<file path="src/hdl/assert_macros.svh">
// ----------------------------------------------------------------------------
// Assertion macros
// Shared concurrent assertion forms. They expect clk and rst_n in scope.
// ----------------------------------------------------------------------------
`ifndef ASSERT_MACROS_SVH
`define ASSERT_MACROS_SVH

// cond must hold at every clock edge outside reset
`define ASSERT_ALWAYS(label, cond, msg) \
    label: assert property (@(posedge clk) disable iff (!rst_n) (cond)) \
        else $error(msg);

// cons must hold in the same cycle whenever ante holds
`define ASSERT_IMPLY(label, ante, cons, msg) \
    label: assert property (@(posedge clk) disable iff (!rst_n) (ante) |-> (cons)) \
        else $error(msg);

// cons must hold in the cycle after ante holds
`define ASSERT_NEXT(label, ante, cons, msg) \
    label: assert property (@(posedge clk) disable iff (!rst_n) (ante) |=> (cons)) \
        else $error(msg);

`endif

</file>
<file path="src/hdl/b64e_pkg.sv">
// ----------------------------------------------------------------------------
// b64e_pkg
// Types, constants and the sextet-to-character map of the Base64 encoder.
// ----------------------------------------------------------------------------
package b64e_pkg;

    localparam int unsigned B64E_QUEUE_DEPTH = 4;
    localparam logic [7:0]  PAD_CHAR         = 8'h3D;

    // Characters produced by one input byte, in emit order
    typedef struct packed {
        logic [3:0][7:0] chars;
        logic [1:0]      last_idx;   // index of the final valid character
        logic            eom;        // job closes the message
    } b64e_job_t;

    function automatic logic [7:0] b64_char(input logic [5:0] v);
        logic [7:0] c;
        if (v < 6'd26)
        begin
            c = 8'd65 + {2'b00, v};
        end
        else if (v < 6'd52)
        begin
            c = 8'd71 + {2'b00, v};          // 'a' - 26
        end
        else if (v < 6'd62)
        begin
            c = {2'b00, v} - 8'd4;           // '0' - 52
        end
        else if (v == 6'd62)
        begin
            c = 8'h2B;
        end
        else
        begin
            c = 8'h2F;
        end
        return c;
    endfunction

endpackage

</file>
<file path="src/hdl/b64e_front.sv">
// ----------------------------------------------------------------------------
// b64e_front
// Accepts raw bytes, tracks the group phase and builds character jobs.
// ----------------------------------------------------------------------------
module b64e_front
    import b64e_pkg::*;
(
    input  logic      clk,
    input  logic      rst_n,
    input  logic      take,
    input  logic [7:0] data_byte,
    input  logic      last_byte,
    output b64e_job_t job
);

    logic [1:0] phase_reg, phase_next;
    logic [3:0] carry_reg, carry_next;

    always_comb
    begin
        job.chars    = {4{PAD_CHAR}};
        job.last_idx = 2'd0;
        job.eom      = last_byte;
        phase_next   = phase_reg;
        carry_next   = carry_reg;
        case (phase_reg)
            2'd1:
            begin
                job.chars[0] = b64_char({carry_reg[1:0], data_byte[7:4]});
                if (last_byte)
                begin
                    job.chars[1] = b64_char({data_byte[3:0], 2'b00});
                    job.last_idx = 2'd2;
                end
                carry_next = data_byte[3:0];
                phase_next = 2'd2;
            end
            2'd2:
            begin
                job.chars[0] = b64_char({carry_reg, data_byte[7:6]});
                job.chars[1] = b64_char(data_byte[5:0]);
                job.last_idx = 2'd1;
                carry_next   = 4'd0;
                phase_next   = 2'd0;
            end
            default:
            begin
                // phase three is treated as the start of a group
                job.chars[0] = b64_char(data_byte[7:2]);
                if (last_byte)
                begin
                    job.chars[1] = b64_char({data_byte[1:0], 4'b0000});
                    job.last_idx = 2'd3;
                end
                carry_next = {2'b00, data_byte[1:0]};
                phase_next = 2'd1;
            end
        endcase
        if (last_byte)
        begin
            phase_next = 2'd0;
            carry_next = 4'd0;
        end
    end

    always_ff @(posedge clk or negedge rst_n)
    begin
        if (!rst_n)
        begin
            phase_reg <= 2'd0;
            carry_reg <= 4'd0;
        end
        else if (take)
        begin
            phase_reg <= phase_next;
            carry_reg <= carry_next;
        end
    end

endmodule

</file>
<file path="src/hdl/b64e_queue.sv">
// ----------------------------------------------------------------------------
// b64e_queue
// Short job queue between the front and back halves of the encoder.
// ----------------------------------------------------------------------------
`include "assert_macros.svh"

module b64e_queue
    import b64e_pkg::*;
#(
    parameter int unsigned DEPTH = B64E_QUEUE_DEPTH
)
(
    input  logic      clk,
    input  logic      rst_n,
    input  logic      push,
    input  b64e_job_t push_job,
    input  logic      pop,
    output b64e_job_t head,
    output logic      full,
    output logic      empty
);

    localparam int unsigned AW = (DEPTH > 1) ? $clog2(DEPTH) : 1;
    localparam int unsigned CW = $clog2(DEPTH + 1);

    b64e_job_t         slot_reg [DEPTH];
    logic [AW-1:0]     wr_ptr_reg, rd_ptr_reg;
    logic [CW-1:0]     count_reg;

    assign full  = (count_reg == CW'(DEPTH));
    assign empty = (count_reg == '0);
    assign head  = slot_reg[rd_ptr_reg];

    always_ff @(posedge clk)
    begin
        if (push)
        begin
            slot_reg[wr_ptr_reg] <= push_job;
        end
    end

    always_ff @(posedge clk or negedge rst_n)
    begin
        if (!rst_n)
        begin
            wr_ptr_reg <= '0;
            rd_ptr_reg <= '0;
            count_reg  <= '0;
        end
        else
        begin
            if (push)
            begin
                wr_ptr_reg <= (wr_ptr_reg == AW'(DEPTH - 1)) ? '0 : wr_ptr_reg + 1'b1;
            end
            if (pop)
            begin
                rd_ptr_reg <= (rd_ptr_reg == AW'(DEPTH - 1)) ? '0 : rd_ptr_reg + 1'b1;
            end
            if (push && !pop)
            begin
                count_reg <= count_reg + 1'b1;
            end
            else if (pop && !push)
            begin
                count_reg <= count_reg - 1'b1;
            end
        end
    end

    `ASSERT_ALWAYS(a_no_overflow, !(push && full), "queue push while full")
    `ASSERT_ALWAYS(a_no_underflow, !(pop && empty), "queue pop while empty")
    `ASSERT_ALWAYS(a_count_bound, count_reg <= CW'(DEPTH), "queue count past depth")

endmodule

</file>
<file path="src/hdl/b64e_back.sv">
// ----------------------------------------------------------------------------
// b64e_back
// Walks the head job one character per beat into the output register.
// ----------------------------------------------------------------------------
`include "assert_macros.svh"

module b64e_back
    import b64e_pkg::*;
(
    input  logic       clk,
    input  logic       rst_n,
    input  b64e_job_t  head,
    input  logic       empty,
    output logic       pop,
    input  logic       out_stall,
    output logic       out_valid,
    output logic [7:0] out_char,
    output logic       end_of_text
);

    logic [1:0] idx_reg;
    logic       valid_reg;
    logic [7:0] char_reg;
    logic       eot_reg;
    logic       load;
    logic       at_end;

    assign load   = !valid_reg || !out_stall;
    assign at_end = (idx_reg == head.last_idx);
    assign pop    = load && !empty && at_end;

    assign out_valid   = valid_reg;
    assign out_char    = char_reg;
    assign end_of_text = eot_reg;

    always_ff @(posedge clk)
    begin
        if (load && !empty)
        begin
            char_reg <= head.chars[idx_reg];
        end
    end

    always_ff @(posedge clk or negedge rst_n)
    begin
        if (!rst_n)
        begin
            idx_reg   <= 2'd0;
            valid_reg <= 1'b0;
            eot_reg   <= 1'b0;
        end
        else if (load)
        begin
            valid_reg <= !empty;
            eot_reg   <= !empty && at_end && head.eom;
            if (!empty)
            begin
                // advance within the job, rewind on its last character
                idx_reg <= at_end ? 2'd0 : idx_reg + 2'd1;
            end
        end
    end

    `ASSERT_ALWAYS(a_idx_bound, empty || idx_reg <= head.last_idx, "index past job end")
    `ASSERT_IMPLY(a_eot_valid, eot_reg, valid_reg, "end mark without a beat")
    `ASSERT_NEXT(a_pop_rewind, pop, idx_reg == 2'd0, "index not rewound after pop")

endmodule

</file>
<file path="src/hdl/base64_stream_encoder_top.sv">
// ----------------------------------------------------------------------------
// base64_stream_encoder_top
// Byte-stream Base64 encoder with '=' padding and an end-of-message mark.
// ----------------------------------------------------------------------------
// Input channel: data_byte with last_byte, taken on in_valid high, in_stall low.
// Output channel: out_char with end_of_text, taken on out_valid high,
// out_stall low. end_of_text marks the final character of each message.
// Each byte becomes a job of one to four characters in a short queue; the
// back end sends one character per unstalled cycle from the queue head.
// The first character of a byte is registered in the queue slot and then
// in the output register before it is valid.
// Throughput: one character per cycle while out_stall is low, set by the
// single output register.
// in_stall rises only when the job queue is full.
// Reset clears the group phase, the carried bits, the queue and the output.
// While the receiver stalls, the output beat holds and the front keeps
// taking bytes until the queue fills.
// ----------------------------------------------------------------------------
module base64_stream_encoder_top
    import b64e_pkg::*;
#(
    parameter int unsigned QUEUE_DEPTH = B64E_QUEUE_DEPTH
)
(
    input  logic       clk,
    input  logic       rst_n,
    input  logic       in_valid,
    output logic       in_stall,
    input  logic [7:0] data_byte,
    input  logic       last_byte,
    output logic       out_valid,
    input  logic       out_stall,
    output logic [7:0] out_char,
    output logic       end_of_text
);

    b64e_job_t job;
    b64e_job_t head;
    logic      take;
    logic      full;
    logic      empty;
    logic      pop;

    assign in_stall = full;
    assign take     = in_valid && !full;

    b64e_front u_front
    (
        .clk       (clk),
        .rst_n     (rst_n),
        .take      (take),
        .data_byte (data_byte),
        .last_byte (last_byte),
        .job       (job)
    );

    b64e_queue #(
        .DEPTH (QUEUE_DEPTH)
    ) u_queue
    (
        .clk      (clk),
        .rst_n    (rst_n),
        .push     (take),
        .push_job (job),
        .pop      (pop),
        .head     (head),
        .full     (full),
        .empty    (empty)
    );

    b64e_back u_back
    (
        .clk         (clk),
        .rst_n       (rst_n),
        .head        (head),
        .empty       (empty),
        .pop         (pop),
        .out_stall   (out_stall),
        .out_valid   (out_valid),
        .out_char    (out_char),
        .end_of_text (end_of_text)
    );

endmodule
</file>
<file path="config.mk">
export PLATFORM = sky130hd
export DESIGN_NAME = base64_stream_encoder_top
export DESIGN_NICKNAME = d
export VERILOG_FILES = /design/src/hdl/b64e_pkg.sv /design/src/hdl/b64e_front.sv /design/src/hdl/b64e_queue.sv /design/src/hdl/b64e_back.sv /design/src/hdl/base64_stream_encoder_top.sv
export VERILOG_INCLUDE_DIRS = /design/src /design/src/hdl
export SDC_FILE = /design/constraint.sdc
export NUM_CORES = 1
export LEC_CHECK = 0
export BUFFER_PORTS_ARGS = -buffer_cell sky130_fd_sc_hd__buf_2
export CORE_ASPECT_RATIO = 1.5
export CORE_MARGIN = 4
export CORE_UTILIZATION = 44
export DETAILED_ROUTE_END_ITERATION = 8
export HOLD_SLACK_MARGIN = 0.1
export PLACE_DENSITY = 0.65
export RECOVER_POWER = 50
export SKIP_LAST_GASP = 1
export SYNTH_ARGS = -nofsm -noshare
export SYNTH_HDL_FRONTEND = slang
export SYNTH_SLANG_ARGS = --single-unit
</file>
<file path="constraint.sdc">
create_clock -name clk -period 3.6 [get_ports clk]
set_input_delay 0.36 -clock clk [delete_from_list [all_inputs] [get_ports clk]]
set_output_delay 0.36 -clock clk [all_outputs]
set_load 0.02 [all_outputs]
</file>
After elaboration in Yosys (flattened, before gate mapping) --
Memories as Yosys holds them, arrays and structs flattened. Cells that the tools add are included.
Operators by class: div/mod/pow operators 0, equal/unequal tests 10, multiplexer cells 40, bitwise logic cells 1, $mul 0, order comparisons 19, $add $sub $neg 23, shift-type cells 0, reductions and logical operators 17
Operator list (number):
- two-way mux 8 bit | 21
- adder 7 x 6 -> 8 bit, first input constant | 12
- < comparator 6 bit, second input constant | 12
- subtractor 6 x 3 -> 7 bit, second input constant | 6
- < comparator 6 x 5 -> 1 bit, second input constant | 6
- case mux 18 bit (2 select lines) | 1
- == test 6 bit, second input constant | 4
- two-way mux 3 bit | 6
- binary-select mux 8 bit (select 2 bit) | 1
- two-way mux 2 bit | 6
- case mux 4 bit (2 select lines) | 1
- logical AND 1 bit | 7
- adder 2 x 1 -> 2 bit, second input constant | 3
- == test 2 bit, second input constant | 3
- logical NOT 1 bit | 6
- two-way mux 4 bit | 1
- case mux 2 bit (2 select lines) | 1
- adder 3 x 1 -> 3 bit, second input constant | 1
- == test 3 bit, second input constant | 1
- logical NOT 3 bit | 1
- < comparator 2 x 3 -> 1 bit, second input constant | 1
- subtractor 3 x 1 -> 3 bit, second input constant | 1
- == test 2 x 1 -> 1 bit, second input constant | 1
- == test 2 bit | 1
- other kinds (5) | 6
Storage, ports and cells: RAM bits 76, input port bits 13, bits in latches 0, bits in read-only memories 0, word-level logic and storage cells 120, bits in registers 25, memories kept 1
Memories:
- u_queue.slot_reg | words 4, bits a word 19, read ports 1, clocked after Yosys merged registers in 0, wr ports 1, line b64e_queue.sv:26 | b64e_job_t slot_reg [DEPTH];

Logic depth before layout (Yosys ltp) --
depth after elaboration 7, gate-level depth with buffers 11, depth with buffers taken out 9

Modules after synthesis --
A second synthesis with hierarchy kept.
Unflattened totals: cell total of the unflattened synthesis 624, area, all modules 8690.8 um2
By module, submodules not included:
- b64e_queue | instances 1, cells each 220, area each 5522.8 um2
- b64e_front | instances 1, cells each 362, area each 2498.6 um2
- b64e_back | instances 1, cells each 41, area each 655.6 um2
- base64_stream_encoder_top | instances 1, cells each 1, area each 13.8 um2

Least setup slack after synthesis --
OpenSTA, ideal clock, no wires.
path kind register -> register, from register u_queue.count_reg[0], to register u_queue.count_reg[1], library setup time 0.125 ns, buffers on the path 1, arrival 2.520 ns, stages on the path, launching flop included 9, clock period less this slack 2.644 ns, setup slack 0.956 ns, cells stage by stage dfrtp_1 -> nor3b_1 -> nand2b_1 -> clkinv_1 -> clkbuf_1 -> ha_1 -> inv_1 -> fa_1 -> mux2_2
On the way: elaborated cells on any way between the ends 16
RTL lines:
- from (decl) | line b64e_queue.sv:28 | logic [CW-1:0] count_reg;
- from (signal assigned) | line b64e_queue.sv:62 | count_reg <= count_reg + 1'b1;
- from (signal assigned) | line b64e_queue.sv:66 | count_reg <= count_reg - 1'b1;
- == test 3 bit * | line b64e_queue.sv:30 | assign full = (count_reg == CW'(DEPTH));
- via in_stall | line base64_stream_encoder_top.sv:28 | output logic in_stall,
- logical NOT 1 bit * | line base64_stream_encoder_top.sv:45 | assign take = in_valid && !full;
- logical AND 1 bit * | line base64_stream_encoder_top.sv:45
- via take | line base64_stream_encoder_top.sv:39 | logic take;
- logical NOT 1 bit | line b64e_queue.sv:64 | else if (pop && !push)
- logical AND 1 bit | line b64e_queue.sv:64
- nonzero test 2 bit (no line)
Mark *: on every way through the listed nets, which the timed path passes. The rest lies on a longest branch. The select of a mux whose other input is x is not followed. A chain may end at the register's enable or synchronous reset.

Worst setup path after layout --
from register u_queue.count_reg[0], to register u_queue.count_reg[1]
On the way: word-level cells in the longest chain between the ends 7, elaborated cells on any way between the ends 16
RTL lines:
- parallel branches: the longest is 7 deep, another holds subtractor 3 x 1 -> 3 bit
Several ways; the timed one is not identified. The select of a mux whose other input is x is not followed.

==> flow_summary.toml <==
[die]
initial_utilization_pct = 45.3
core-area_um2 = 13100
chipWidth_um = 103
die_y_um = 150
num_rows = 51
ios = 24
design.die.area_um2 = 15400

[final_layout]
layout.nets = 564
final_common_cell = "edfxtp_1"
largest_reg_flops = 76
design_area_um2 = 6350
syn2layout_area_growth_pct = 7.23
multi_input_area_um2 = 2710
layout_common_cells = "edfxtp_1, nand2_1, o21ai_0, a21oi_1, ha_1"
seq_area_um2 = 2950
fillers = 1148
drive_gt1_share_pct = 9.52
postLayoutCoreUtil_pct = 48.5
n_antenna_cell = 0
finalNonFillerCells = 684

[clock_network]
ctsLongestPathBuffers = 2
tritoncts = "yes"
cts_resized = 0
cts_root_buf = "clkbuf_16"
cts_buffers = 9
post_cts_buffers = 0
clkSinkCount = 101
hold_buffers = 1
htreeDepth = 3
clk-insertion-delay-late_ps = 340
cts.clk_slew.worst_paths_ps = 60

[timing]
finalCriticalPeriod_ps = 3000
fmax_ghz = 0.333
worst_slack_ps = 598
worst_pin_slew_ps = 1450
slew_headroom_pct = 3.36
drv_slew = 0
setup_violations = 0
hold_slack_ps = 249
tns_ps = 0
hold_violations = 0
rsz0062_at_grt = "no"
finClkSkew_ps = 6.21
fin_crit_sh_pct = 83.4

[power]
power.density_nw_per_um2 = 754
finalPower_mw = 4.79
peakVddDrop_uv = 340
p_leak_nw = 2.30

[logic_synthesis]
synth_top_family_by_area = "compound AO/OA/AOI/OAI gates"
synth_flop_cell = "edfxtp_1"
ys_top_cells_by_area = "edfxtp_1, dfrtp_1, mux4_2"
seq_area_frac_synth_pct = 49.8
yosys.area.top_type = "edfxtp_1"
synth_top_area_share_pct = 42.6
synthXorXnorAreaFrac_pct = 2.66
synthesis.area_um2 = 5920
synth_edf_count = 84
synth_compound_area_share_pct = 15.1
yosys.area_share.simple_pct = 12.4
syn_area_per_cell_um2 = 11.5
yosysWarnings = 0
synthAdderAreaFrac_pct = 6.68
synth.distinct_cells = 62
ys_async_sr_fraction_pct = 16.8
syn_inst = 516
synth_nets = 560
synth-seq-cells = 101
synth.area.mux_share_pct = 9.09

[min_path]
min_path_type = "in -> reg"

[global_routing]
grt_pass1_wl_mm = 21.4
grt_max_degree = 29
grt_use_total_pct = 18.2
grt_pass1_vias = 3996
gr-total-overflow = 0
antenna_found_initial = 0

[placed_design]
dp_hpwl_mm = 9.62
dp.cells = 667
post-place-ws_ps = 685
gp_congestion = 0.907
post_dp_cell_area_um2 = 6090
io_buffer_count = 23

[critical_path]
crit_arrival_ps = 3230
worst_ep_required_time_ps = 3830
cp-startpoint = "u_queue.count_reg[0]"
worstSetupPathType = "reg -> reg"
end_kind = "register"
reg2reg_from = "u_queue.count_reg[0]"
r2r-end = "u_queue.count_reg[1]"
r2r.worst_path.cells = 7
startpoint_type = "register"
cp-endpoint = "u_queue.count_reg[1]"
crit_path_max_fanout = 11
rrSetupSlack_ps = 600

[route]
vias = 4151
final_antenna_net_count = 0
dr.first_iter.drc_count = 229
first_pass_iters = 5
vias_per_cell = 6.07
wire_per_inst_um = 19.5
drt_wl_total_mm = 13.4
drc = 0

[flow_run]
cap_violations = 0

[run_status]
status = "completed"
-- worst min-delay path by stage --
stage                     startpoint               endpoint  slack [ps]  cells after the start
after floorplan                rst_n     u_back.end_of_text          60                      0
after global placement         rst_n  u_queue.wr_ptr_reg[1]         310                      1
after detailed placement       rst_n  u_queue.wr_ptr_reg[1]         320                      1
after CTS                  out_stall       u_back.out_valid         240                      3
after global routing       out_stall       u_back.out_valid         270                      3
final                      out_stall       u_back.out_valid         250                      3
-- metal layers --
metal,up-vias,global-route usage [%],routed length (um)
met5,-,0,0
met4,0,8.54,488
met3,40,2.24,580
met2,132,31.4,7100
met1,2027,22.3,5190
li1,1952,-,-
-- worst max-delay path, stage by stage, from the launching register on --
cell	delay, ps
dfrtp_1	430
nor3_1	90
a21oi_1	820
nand3_1	450
ha_1	350
inv_1	80
fa_1	400
mux2_2	270
-- logic make-up (layout without fill, tap and decap cells) --
kind of cell	Yosys count	count (layout)
buffers and inverters	55	64
adder cells (fa/ha/maj)	31	31
AND/OR/NAND/NOR	146	146
flip-flops	101	101
AO/OA/AOI/OAI	136	136
multiplexers	29	29
XOR/XNOR	18	18
-- report_power, final --
| group | total (mW) | leakage, nW | internal [mW] | switching (mW) |
|---|---|---|---|---|
| combinational | 1.85 | 1.18 | 0.741 | 1.11 |
| sequential | 2.04 | 0.986 | 1.83 | 0.212 |
| clock | 0.907 | 0.135 | 0.530 | 0.377 |
-- final cells by class --
class,instances,area share (%)
Timing Repair Buffer,28,2.07
Clock inverter,6,0.847
Sequential cell,101,46.4
Inverter,20,1.18
Multi-Input combinational cell,360,42.7
Tap cell,159,3.13
Clock buffer,10,3.61
-- cell usage after synthesis (all sizes together) (8+ instances only) --
cell,number
a31oi,13
xnor2,13
edfxtp,84
a21o,10
mux2i,8
nand3,15
nor2,28
a21oi,32
mux4,19
nor3,13
nand2,38
dfrtp,17
inv,19
o21ai,33
nor2b,15
buf,19
ha,30
nand2b,8
clkbuf,16
Power figures use the tool's default switching activity.
